==> src/rtl/aes_pkg.sv <==
// shared types and constants for the advantage estimation step core
package aes_pkg;

  localparam int ENV_W      = 6;
  localparam int DATA_W     = 32;
  localparam int COEF_W     = 17;
  localparam int COEF_FRAC  = 16;
  localparam int CFG_IDX_W  = 1;
  localparam int QUEUE_DEPTH = 4;
  localparam int QPTR_W     = 2;

  localparam logic [COEF_W-1:0] COEF_ONE          = 17'd65536;
  localparam logic [COEF_W-1:0] DISCOUNT_RESET    = 17'd64881;
  localparam logic [COEF_W-1:0] TRACE_DECAY_RESET = 17'd62259;

  localparam logic signed [DATA_W-1:0] DATA_MAX = 32'sh7fff_ffff;
  localparam logic signed [DATA_W-1:0] DATA_MIN = 32'sh8000_0000;

  typedef enum logic [CFG_IDX_W-1:0] {
    CFG_DISCOUNT    = 1'b0,
    CFG_TRACE_DECAY = 1'b1
  } cfg_idx_e;

  // one sample with its classification flags
  typedef struct packed {
    logic [ENV_W-1:0]         env;
    logic signed [DATA_W-1:0] reward;
    logic signed [DATA_W-1:0] state_value;
    logic signed [DATA_W-1:0] bootstrap_value;
    logic                     done;
    logic                     first;
    logic                     in_range;
    logic                     needs_read;
  } aes_item_t;

endpackage

==> src/rtl/aes_queue.sv <==
// short item queue between the front and the back end
module aes_queue import aes_pkg::*; (
  input  logic      clk_i,
  input  logic      rst_ni,
  input  logic      push_valid_i,
  output logic      push_ready_o,
  input  aes_item_t push_item_i,
  output logic      pop_valid_o,
  input  logic      pop_i,
  output aes_item_t pop_item_o
);

  aes_item_t          slots_q [QUEUE_DEPTH];
  logic [QPTR_W-1:0]  wr_ptr_q, wr_ptr_d;
  logic [QPTR_W-1:0]  rd_ptr_q, rd_ptr_d;
  logic [QPTR_W:0]    count_q, count_d;
  logic               push, pop;

  assign push_ready_o = count_q != (QPTR_W+1)'(QUEUE_DEPTH);
  assign pop_valid_o  = count_q != '0;
  assign push         = push_valid_i && push_ready_o;
  assign pop          = pop_i && pop_valid_o;
  assign pop_item_o   = slots_q[rd_ptr_q];

  always_comb begin
    wr_ptr_d = wr_ptr_q;
    rd_ptr_d = rd_ptr_q;
    count_d  = count_q;
    if (push) begin
      wr_ptr_d = wr_ptr_q + 1'b1;
    end
    if (pop) begin
      rd_ptr_d = rd_ptr_q + 1'b1;
    end
    if (push && !pop) begin
      count_d = count_q + 1'b1;
    end else if (pop && !push) begin
      count_d = count_q - 1'b1;
    end
  end

  always_ff @(posedge clk_i or negedge rst_ni) begin
    if (!rst_ni) begin
      wr_ptr_q <= '0;
      rd_ptr_q <= '0;
      count_q  <= '0;
    end else begin
      wr_ptr_q <= wr_ptr_d;
      rd_ptr_q <= rd_ptr_d;
      count_q  <= count_d;
    end
  end

  always_ff @(posedge clk_i) begin
    if (push) begin
      slots_q[wr_ptr_q] <= push_item_i;
    end
  end

endmodule

==> config.mk <==
export PLATFORM = sky130hd
export DESIGN_NAME = aes_queue
export DESIGN_NICKNAME = d
export VERILOG_FILES = /design/src/rtl/aes_pkg.sv /design/src/rtl/aes_queue.sv
export SDC_FILE = /design/constraint.sdc
export NUM_CORES = 1
export LEC_CHECK = 0
export BUFFER_PORTS_ARGS = -buffer_cell sky130_fd_sc_hd__buf_2
export CORE_MARGIN = 10
export CORE_UTILIZATION = 51
export DETAILED_ROUTE_END_ITERATION = 6
export GPL_ROUTABILITY_DRIVEN = 0
export PLACE_DENSITY_LB_ADDON = 0.25
export SYNTH_ARGS = -nofsm -noshare
export SYNTH_HDL_FRONTEND = slang
export SYNTH_SLANG_ARGS = --single-unit
==> constraint.sdc <==
create_clock -name clk_i -period 4.4 [get_ports clk_i]
set_input_delay 0 -clock clk_i [delete_from_list [all_inputs] [get_ports clk_i]]
set_output_delay 0 -clock clk_i [all_outputs]
set_load 0.02 [all_outputs]
After elaboration in Yosys (flattened, before gate mapping)
Memories as Yosys holds them, arrays and structs flattened.
Cells that the tools add are included.
- memory bits (writable): 424
- latch bits: 0
- input bits: 110
- memories kept: 1
- register bits after elaboration: 7
- ROM bits: 0
- output and inout bits: 108
- magnitude comparators: 0
- divide/modulo/power cells: 0
- bitwise gates (word level): 0
- shift operators: 0
- multiply operators: 0
- eq/ne operators: 1
- add/sub/neg operators: 4
- reduce and logical (&&, ||, !) cells: 8
- mux-type cells: 4
- memory list (name ; depth ; width ; rd ports ; clocked after memory_dff ; write ports ; RTL line ; source):
    slots_q ; 4 ; 106 ; 1 ; 0 ; 1 ; aes_queue.sv:13 ; aes_item_t slots_q [QUEUE_DEPTH];
- operators with widths (operator ; number):
    $mux W3 ; 2
    $add A2 B1 Y2 const B ; 2
    $logic_and A1 B1 Y1 ; 4
    $add A3 B1 Y3 const B ; 1
    $ne A3 B3 Y1 const B ; 1
    $reduce_bool A3 Y1 ; 1
    $sub A3 B1 Y3 const B ; 1
    $logic_not A1 Y1 ; 2
    $mux W1 ; 2
    $reduce_bool A2 Y1 ; 1

Longest topological paths before layout
Gate-level depths: netlist of run 1.
- depth after elaboration: 6
- depth in mapped cells: 8

Worst setup path after synthesis of run 1
No wires, ideal clock.
- path kind: reg2reg
- start point: reg count_q[0]
- end point: mem slots_q[0][0] (netlist bit) (enable)
- required time: 3.923 ns
- cell stages (with the launch flop): 4
- path slack: 0.699 ns
- period minus slack after synthesis: 3.701 ns
- arrival: 3.224 ns
- buffers on the path: 0
- cell sequence: dfrtp_1 > nor2_1 > a21boi_2 > and2_1
- longest elaborated chain between the ends: 4
- ends and longest elaborated chain (item ; RTL line ; source):
    from (decl) ; aes_queue.sv:16 ; logic [QPTR_W:0] count_q, count_d;
    from (signal assigned) ; aes_queue.sv:50 ; count_q <= count_d;
    $ne A3 B3 Y1 ; aes_queue.sv:19 ; assign push_ready_o = count_q != (QPTR_W+1)'(QUEUE_DEPTH);
    $logic_and A1 B1 Y1 ; aes_queue.sv:21 ; assign push = push_valid_i && push_ready_o;
    named net push ; aes_queue.sv:17 ; logic push, pop;
    $mux W1 ; aes_queue.sv:55 ; if (push) begin
    $mux W1 (not written as such) ; aes_queue.sv:56 ; slots_q[wr_ptr_q] <= push_item_i;
    to (decl) ; aes_queue.sv:13 ;
The timed path passes the listed nets, and every way through them passes these cells.

==> flow_summary_export.csv, run 1 <==
group,metric,value,unit
outcome,result_of_the_run,"completed",
finish,proportion_of_layout_cells_with_a_drive_suffix_above_1,40.9,%
power,p_sw,4.21,mW
drt,detail_route.vias_per_cell,5.44,
power,power_switching_share,31.5,%
synthesis,ys_warn_count,0,
setup_path,critPathLaunch,"rd_ptr_q[0]",
synthesis,yosysSeqAreaShare,82.4,%
drt,drt_wl_total,32600,um
floorplanning,fp.dieArea,0.0381,mm2
timing,fmax,361,MHz
drt,wl_per_cell,23.7,um
hold_path,worst_hold_path_type,"in2reg",
drt,remaining_antenna_violation_count,0,
synthesis,yosys_register_bits,431,
clock_tree,numCtsBuffers,44,
synthesis,netlist_area,0.0157,mm2
hold_path,hold-path-cell-count,2,
timing,final-max-slew-violation-count,0,
setup_path,ordered_cell_list_for_the_critical_path,"buf_12 > mux4_2 > buf_2",
setup_path,timing.critical_path.required,4.40,ns
clock_tree,clock_sinks,431,
clock_tree,tritoncts,"yes",
setup_path,cp_slowest_cell,"sky130_fd_sc_hd__dfrtp_4",
hold_path,min-delay-start,"push_item_i[36]",
timing,period_share,62.9,%
placement,i_o_buffers,217,
drt,route.detailed.drc,0,
setup_path,maximum_cell_stage_delay_along_the_critical_path,0.85,ns
synthesis,post_synth_num_cell_types,20,
drt,route.met3.wl,1840,um
synthesis,net_count_after_synthesis,705,
clock_tree,cts.repair_timing.setup_buffer_count,0,
placement,hpwlAfterDp,19900,um
floorplanning,core_region_area,0.0304,mm2
power,p_seq_share,43.5,%
power,power.share.clock,25.7,%
timing,finalWorstSetupSlack,1.63,ns
drt,met1_routed_wirelength_after_detailed_routing,12600,um
floorplanning,die_h,195,um
floorplanning,initial_core_util,51.5,%
drt,dr_total_vias,7465,
power,combPwrFrac,30.8,%
setup_path,rr_worst_depth,4,
floorplanning,number_of_i_o_pins,218,
flow_run,max-cap-violations,0,
synthesis,netlist_instances,589,
power,p_int,9.14,mW
power,power.ir.vdd_worst,0.000473,V
clock_tree,clk_root_buffer_cell,"sky130_fd_sc_hd__clkbuf_16",
timing,finClkSkew,0.0149,ns
setup_path,timing.rr.start,"count_q[0]",
setup_path,critPathKind,"reg2out",
setup_path,worst_setup_path_start_kind,"flip-flop",
drt,drtPass1Iterations,4,
finish,final_cell_count_no_fill,1373,
power,powerDensity,678,mW/mm2
floorplanning,placementRows,64,
timing,totalNegativeSetupSlack,0,ns
global_routing,grt_antenna_before_repair,2,
global_routing,largest_net_degree_at_the_start_of_global_routing,67,
floorplanning,width_of_the_die,195,um
drt,met2WireLength,17600,um
clock_tree,cts.htree.levels,2,
synthesis,syn-mean-instance-area,26.6,um2
finish,fin_util,64.7,%
timing,timing.final.setup_violations,0,
global_routing,grt_pass1_wl,50800,um
placement,dpl.cell_count,1188,
clock_tree,cts-root-to-sink-buffers,3,
global_routing,number_of_global_route_vias_before_repair,8553,
setup_path,worstPathArrival,2.77,ns
power,power_leakage,6.78,nW
drt,detail_route.iter0.violations,451,
finish,areaGrowthSynthToFinish,25.6,%
clock_tree,worst_setup_hold_path_clk_slew,0.06,ns
power,power,13.3,mW
finish,final_net_count,1064,
timing,grt_setup_unrepaired,"false",
global_routing,grt_overflow,0,
clock_tree,insertion_delay,0.53,ns
setup_path,crit_path_capture_type,"output pin",
timing,slew-limit-headroom,40.8,%
setup_path,critical_path.max_fanout,66,
timing,finalHoldViolations,0,
timing,final_period_minus_worst_setup_slack,2.77,ns
global_routing,grt_util_all_layers,17.1,%
placement,pre_cts_slack,1.79,ns
timing,worst_slew_pin_slew,0.888,ns
drt,highest-signal-layer,"met4",
[synth_stat cells]
cell,instances,share of area (%)
sky130_fd_sc_hd__or3_1,1,0.040
sky130_fd_sc_hd__nor2_1,2,0.048
sky130_fd_sc_hd__mux4_2,106,15
sky130_fd_sc_hd__fa_1,1,0.13
sky130_fd_sc_hd__ha_1,5,0.40
sky130_fd_sc_hd__buf_6,3,0.22
sky130_fd_sc_hd__edfxtp_1,424,81
sky130_fd_sc_hd__nand2_1,2,0.048
sky130_fd_sc_hd__buf_8,1,0.096
sky130_fd_sc_hd__xor2_1,2,0.11
sky130_fd_sc_hd__buf_2,13,0.42
sky130_fd_sc_hd__and2_1,4,0.16
sky130_fd_sc_hd__dfrtp_1,7,1.1
sky130_fd_sc_hd__mux2_2,2,0.14
sky130_fd_sc_hd__xnor2_1,4,0.22
sky130_fd_sc_hd__a21boi_2,1,0.072
sky130_fd_sc_hd__clkbuf_1,6,0.14
sky130_fd_sc_hd__buf_4,1,0.048
sky130_fd_sc_hd__inv_1,3,0.072
sky130_fd_sc_hd__nand3_1,1,0.032
[layout by cell type, fill, tap and decap left out, drive strengths merged]
master       netlist  layout
and2               4       4
mux2               2       2
a21boi             1       1
dfrtp              7       7
nor2               2       2
or3                1       1
nand2              2       2
dlygate4sd3        0     110
clkinv             0      16
ha                 5       5
xnor2              4       4
bufinv             0       2
edfxtp           424     424
inv                3       3
diode              0       2
xor2               2       2
mux4             106     106
buf               18     227
nand3              1       1
fa                 1       1
clkbuf             6      55
[final cells by class]
type                            count  area [um2]
Inverter                            3        11.3
Antenna cell                        2        5.00
Timing Repair Buffer              337        2300
Clock inverter                     18         146
Fill cell                        2006       10800
Tap cell                          396         495
Clock buffer                       55        1180
Sequential cell                   431       12900
Multi-Input combinational cell    131        2620
[metal layers]
metal	up-vias	global-route usage [%]
met3	39	3.82
met2	206	30.7
met5	-	0
met1	3957	20.5
li1	3263	-
met4	0	4.36
[stage by stage]
step / hold WS (ns) / cell area, um2
floorplan: -0.296 / 15700
global placement: -0.158 / 17200
detailed placement: -0.154 / 17200
CTS: 0.191 / 19700
global route: 0.205 / 19700
finish: 0.230 / 19700
[logic make-up after synthesis]
kind of cell	count (synthesis)	synth area share, %
AOI/OAI and AO/OA	1	0.0719
xor gates and xnor gates	6	0.335
adders and majority gates	6	0.527
buffers and inverters	27	0.990
DFF	431	82.4
muxes	108	15.4
and+or+nand+nor	10	0.327
[worst paths after layout]
kind	endpoint	slack, ns
setup / recovery	pop_item_o[31]	1.63
hold / removal	slots_q[1][36]	0.23
setup reg to reg	slots_q[1][80]	1.82
hold reg to reg	count_q[2]	0.54
max in group asynchronous	rd_ptr_q[1]	3.62
min in group asynchronous	rd_ptr_q[0]	0.46
[critical path: cells and delay by family (launching register included)]
family,cells,cell delay [ns]
buffers and inverters,2,0.73
DFF,1,0.85
muxes,1,0.61
[registers in the layout, summed over array words and instances, names as in the netlist]
register / flops
slots_q: 424
count_q: 3
rd_ptr_q: 2
wr_ptr_q: 2
[what timing repair did]
action	CTS	global route
gates resized for setup	0	0
hold buffers	110	0
endpoints found under the hold margin	434	0
[power by group through the flow]
stage / combinational [mW] / clock, mW / sequential [mW]
global route: 4.41 / 3.68 / 5.89
finish: 4.11 / 3.42 / 5.80
detailed placement: 4.16 / 0 / 5.90
CTS: 4.25 / 3.50 / 5.82
global placement: 4.12 / 0 / 5.84
floorplan: 2.94 / 0 / 5.71
No activity file was read; power rests on OpenSTA's default activity.
==> inputs of run 2 (changes only) <==
clock period = 2.8 ns   (was 4.4 ns; I/O delays follow)
==> run 2 against run 1 <==
Effect of this change: cell area up 0.40%; combinational power up 63%; sequential share of layout area down 0.26 points; clock power up 55%; die area unchanged; worst setup slack worse by 1.2 ns; register-to-register slack worse by 1.2 ns; largest cell class unchanged; highest routed layer is now met5.
==> flow_summary_export.csv, run 2 (synthesis gave the netlist of run 1 again) <==
group,metric,value,unit
finish,largest_register_ff_count,424,
clock_tree,insertion_delay,0.52,ns
floorplanning,width_of_the_die,195,um
drt,wl_per_cell,22.8,um
clock_tree,numCtsBuffers,43,
drt,drtPass1Iterations,4,
placement,hpwlAfterDp,19200,um
setup_path,timing.critical_path.required,2.80,ns
timing,timing.final.setup_violations,0,
placement,i_o_buffers,217,
clock_tree,tritoncts,"yes",
floorplanning,core_region_area,0.0304,mm2
clock_tree,cts-resized-gates,0,
drt,detail_route.vias_per_cell,5.38,
placement,pre_cts_slack,0.599,ns
clock_tree,clk_root_buffer_cell,"sky130_fd_sc_hd__clkbuf_16",
finish,layout_commonest_cell,"sky130_fd_sc_hd__edfxtp_1",
timing,totalNegativeSetupSlack,0,ns
timing,finClkSkew,0.00922,ns
clock_tree,clock_sinks,431,
floorplanning,placementRows,64,
clock_tree,post_cts_hold_buffer_count,110,
global_routing,number_of_global_route_vias_before_repair,8286,
finish,biggest_register,"slots_q",
finish,areaGrowthSynthToFinish,26.1,%
setup_path,crit_path_capture_type,"output pin",
floorplanning,initial_core_util,51.5,%
clock_tree,worst_setup_hold_path_clk_slew,0.06,ns
clock_tree,cts.repair_timing.setup_buffer_count,0,
drt,route.detailed.drc,0,
timing,grt_setup_unrepaired,"false",
setup_path,worstPathArrival,2.33,ns
timing,worst_slew_pin_slew,0.650,ns
drt,drt_wl_total,31300,um
flow_run,max-cap-violations,0,
power,power_leakage,6.81,nW
setup_path,worst_setup_path_start_kind,"flip-flop",
drt,remaining_antenna_violation_count,0,
power,power.ir.vdd_worst,0.000842,V
global_routing,grt_util_all_layers,16.3,%
finish,layout.cells.most_common_list,"424 x sky130_fd_sc_hd__edfxtp_1, 217 x sky130_fd_sc_hd__buf_2, 110 x sky130_fd_sc_hd__dlygate4sd3_1",
drt,dr_total_vias,7407,
timing,fmax,430,MHz
drt,detail_route.iter0.violations,504,
timing,slew-limit-headroom,56.7,%
finish,largest_registers,"slots_q (424), count_q (3)",
floorplanning,die_h,195,um
timing,finalHoldViolations,0,
timing,finalWorstSetupSlack,0.475,ns
global_routing,grt_pass1_wl,48400,um
power,powerDensity,1060,mW/mm2
clock_tree,cts.htree.levels,2,
timing,final_period_minus_worst_setup_slack,2.33,ns
timing,final-max-slew-violation-count,0,
finish,fill_cells,2023,
outcome,result_of_the_run,"completed",
clock_tree,cts-root-to-sink-buffers,3,
floorplanning,number_of_i_o_pins,218,
global_routing,grt_antenna_before_repair,3,
setup_path,critPathKind,"reg2out",
finish,final_net_count,1066,
floorplanning,fp.dieArea,0.0381,mm2
global_routing,largest_net_degree_at_the_start_of_global_routing,78,
global_routing,grt_overflow,0,
hold_path,worst_hold_path_type,"in2reg",
setup_path,critical_path.max_fanout,77,
finish,proportion_of_layout_cells_with_a_drive_suffix_above_1,40.7,%
timing,period_share,83.0,%
[run 2: cell types whose count changed in the layout (fill, tap and decap cells not counted)]
cell and change:
sky130_fd_sc_hd__clkbuf_1 +4, sky130_fd_sc_hd__buf_4 -3, sky130_fd_sc_hd__clkbuf_16 -1, sky130_fd_sc_hd__clkinv_1 +1
sky130_fd_sc_hd__clkinv_4 -1, sky130_fd_sc_hd__clkinv_8 -1, sky130_fd_sc_hd__clkbuf_8 +2, sky130_fd_sc_hd__buf_12 +6
sky130_fd_sc_hd__clkinv_2 -3
[run 2: layout make-up]
type / instances / area (um2) / share of cell area [%]
well taps: 396 / 495 / 2.51
clock buffers: 60 / 1200 / 6.09
repair buffers: 340 / 2400 / 12.1
flip-flops and latches: 431 / 12900 / 65.4
multi-input cells: 131 / 2620 / 13.3
diodes: 2 / 5.00 / 0.0253
inverters: 3 / 11.3 / 0.0570
clock inverters: 14 / 110 / 0.557
[run 2: per-layer routing]
| layer | track usage [%] | routed length, um |
|---|---|---|
| met5 | 0 | 7 |
| met4 | 5.12 | 767 |
| met3 | 3.67 | 2020 |
| met2 | 27.9 | 16300 |
| met1 | 20.4 | 12200 |
[run 2: critical path, cell delays in order (launching register included)]
cell,delay [ns]
sky130_fd_sc_hd__dfrtp_4,0.43
sky130_fd_sc_hd__buf_12,0.50
sky130_fd_sc_hd__mux4_2,0.63
sky130_fd_sc_hd__buf_2,0.19
[run 2: final timing paths]
check	slack (ns)	cells after the start	from	end
worst max-delay path	0.47	3	rd_ptr_q[0]	pop_item_o[23]
worst min-delay path	0.23	2	push_item_i[76]	slots_q[1][76]
worst max register to register	0.62	8	count_q[1]	count_q[2]
worst min register to register	0.56	1	count_q[2]	count_q[2]
max in group asynchronous	2.06	3	rst_ni	rd_ptr_q[0]
min in group asynchronous	0.46	3	rst_ni	rd_ptr_q[1]
[run 2: through the flow]
stage	utilization (%)	instances	area (um2)	power (mW)	hold slack (ns)
after floorplan	-	589	15700	13.5	-0.296
after global placement	57.0	1191	17300	15.7	-0.155
after detailed placement	57.0	1191	17300	15.9	-0.152
after CTS	64.9	1375	19700	21.3	0.206
after global routing	64.9	1377	19800	21.9	0.225
final	64.9	1377	19800	20.9	0.229
[run 2: where the power goes]
part | internal [mW] | switching, mW | leakage [nW]
Combinational | 2.75 | 3.96 | 2.20
Sequential | 8.53 | 0.420 | 3.96
Clock | 3.16 | 2.14 | 0.641
==> inputs of run 3 (changes only) <==
clock period = 2.1 ns   (was 2.8 ns; I/O delays follow)
==> run 3 against run 2 <==
Effect of this change: worst hold slack worse by 0.20 ns; routed wire length grew 2.6%; utilization rose by 1.4 points; critical path depth is 1 higher; register-to-register slack worse by 0.50 ns; total power rose by 38%; worst setup slack got worse by 0.41 ns; clock skew rose by 0.0011 ns; critical path type unchanged; largest cell class unchanged; highest routed layer is now met4.
==> flow_summary_export.csv, run 3 (synthesis gave the netlist of run 1 again) <==
group,metric,value,unit
outcome,result_of_the_run,"completed",
timing,finalHoldViolations,0,
clock_tree,insertion_delay,0.52,ns
timing,grt_setup_unrepaired,"true",
finish,biggest_register,"slots_q",
drt,detail_route.vias_per_cell,5.35,
flow_run,max-cap-violations,0,
setup_path,ordered_cell_list_for_the_critical_path,"buf_12 > buf_16 > mux4_2 > buf_2",
floorplanning,fp.dieArea,0.0381,mm2
setup_path,worstPathArrival,2.04,ns
setup_path,timing.rr.start,"count_q[0]",
drt,remaining_antenna_violation_count,0,
placement,i_o_buffers,217,
clock_tree,numCtsBuffers,44,
setup_path,worstPathBufferInverterCount,3,
timing,final-max-slew-violation-count,0,
setup_path,endpoint,"pop_item_o[37]",
floorplanning,die_h,195,um
setup_path,critical_path.max_fanout,13,
finish,proportion_of_layout_cells_with_a_drive_suffix_above_1,43.1,%
setup_path,timing.critical_path.required,2.10,ns
timing,final_period_minus_worst_setup_slack,2.04,ns
clock_tree,cts.htree.levels,2,
floorplanning,placementRows,64,
finish,multiInputGateArea,0.00263,mm2
floorplanning,core_region_area,0.0304,mm2
timing,slew-limit-headroom,70.4,%
global_routing,grt_util_all_layers,16.7,%
global_routing,number_of_global_route_vias_before_repair,8504,
clock_tree,tritoncts,"yes",
timing,timing.final.setup_violations,0,
timing,period_share,97.1,%
hold_path,worst_hold_path_type,"in2reg",
setup_path,worst-path-stages,4,
global_routing,largest_net_degree_at_the_start_of_global_routing,71,
finish,largest_registers,"slots_q (424), count_q (3)",
setup_path,crit_path_capture_type,"output pin",
clock_tree,clk_root_buffer_cell,"sky130_fd_sc_hd__clkbuf_16",
setup_path,rr_worst_depth,8,
power,powerDensity,1430,mW/mm2
global_routing,grt_overflow,0,
power,power,28.9,mW
finish,final_net_count,1091,
drt,route.detailed.drc,0,
placement,hpwlAfterDp,20100,um
finish,layout_commonest_cell,"sky130_fd_sc_hd__edfxtp_1",
global_routing,grt_antenna_before_repair,0,
finish,layout.cells.most_common_list,"424 x sky130_fd_sc_hd__edfxtp_1, 215 x sky130_fd_sc_hd__buf_2, 109 x sky130_fd_sc_hd__dlygate4sd3_1",
floorplanning,initial_core_util,51.5,%
clock_tree,clock_sinks,431,
timing,worst_slew_pin_slew,0.443,ns
setup_path,ff2ff_setup_slack,0.12,ns
timing,totalNegativeSetupSlack,0,ns
timing,fmax,490,MHz
finish,number_of_antenna_cells_inserted,0,
setup_path,critPathTopFamily,"multiplexers",
timing,finClkSkew,0.0103,ns
setup_path,critPathLaunch,"rd_ptr_q[0]",
drt,dr_total_vias,7502,
setup_path,critPathKind,"reg2out",
global_routing,grt_pass1_wl,49700,um
drt,drt_wl_total,32100,um
drt,wl_per_cell,22.9,um
setup_path,r2r-end,"count_q[2]",
power,power_leakage,7.00,nW
floorplanning,number_of_i_o_pins,218,
power,power.ir.vdd_worst,0.000982,V
setup_path,worst_setup_path_start_kind,"flip-flop",
setup_path,maximum_cell_stage_delay_along_the_critical_path,0.55,ns
floorplanning,width_of_the_die,195,um
finish,sequential_cell_area,0.0129,mm2
setup_path,cp_slowest_cell,"sky130_fd_sc_hd__mux4_2",
drt,detail_route.iter0.violations,455,
clock_tree,worst_setup_hold_path_clk_slew,0.06,ns
clock_tree,cts-root-to-sink-buffers,3,
finish,largest_register_ff_count,424,
finish,areaGrowthSynthToFinish,28.7,%
drt,drtPass1Iterations,6,
finish,fill_cells,1943,
[run 3: repair_timing]
item | 4_1_cts | 5_1_grt
hold buffers | 109 | 0
endpoints found under the setup margin | 101 | 14
buffers inserted | 5 | 0
gates resized for setup | 0 | 8
hold endpoints to repair | 434 | 0
[run 3: area by class of cell]
cell class              count  area share (%)
repair buffers            364            13.8
well taps                 396            2.46
clock buffers              52            5.71
flip-flops and latches    431            64.0
clock inverters            25           0.968
inverters                   3          0.0558
multi-input cells         131            13.0
[run 3: worst min path at each step]
stage | startpoint | to | depth (start not counted)
after floorplan | rst_ni | count_q[0] | 0
after global placement | rst_ni | count_q[2] | 1
after detailed placement | rst_ni | count_q[2] | 1
after CTS | push_valid_i | wr_ptr_q[0] | 4
after global routing | push_valid_i | wr_ptr_q[0] | 4
final | push_valid_i | wr_ptr_q[0] | 4
[run 3: layer usage]
metal	global-route usage, %	up-vias	wire, um	share of wire [%]
met5	0	-	0	0
met4	4.50	0	579	1.8
met3	3.25	44	1470	4.6
met2	29.8	198	17400	54
met1	20.3	3943	12700	40
li1	-	3317	-	-
[run 3: tightest hold or removal path, delay by kind of cell]
kind / cells / cell delay, ns
buffers and inverters: 2 / 0.26
AO/OA/AOI/OAI: 1 / 0.18
XOR/XNOR: 1 / 0.06
[run 3: per-stage QoR]
step / std cells / util, % / instance area (um2) / setup WS (ns) / hold WS (ns)
6_report: 1402 / 66.3 / 20200 / 0.0600 / 0.0267
5_1_grt: 1402 / 66.3 / 20200 / -0.0194 / 0.0556
4_1_cts: 1402 / 66.2 / 20100 / 0.0185 / 0.00597
3_5_place_dp: 1211 / 58.0 / 17600 / 0.0853 / -0.153
3_3_place_gp: 1211 / 58.0 / 17600 / 0.137 / -0.163
2_1_floorplan: 589 / - / 15700 / -0.432 / -0.296
[run 3: power breakdown]
part	internal (mW)	switching, mW	total [mW]
registers	11.4	0.400	11.8
logic	4.29	5.58	9.87
clock network	4.18	3.05	7.22
total	19.8	9.02	28.9
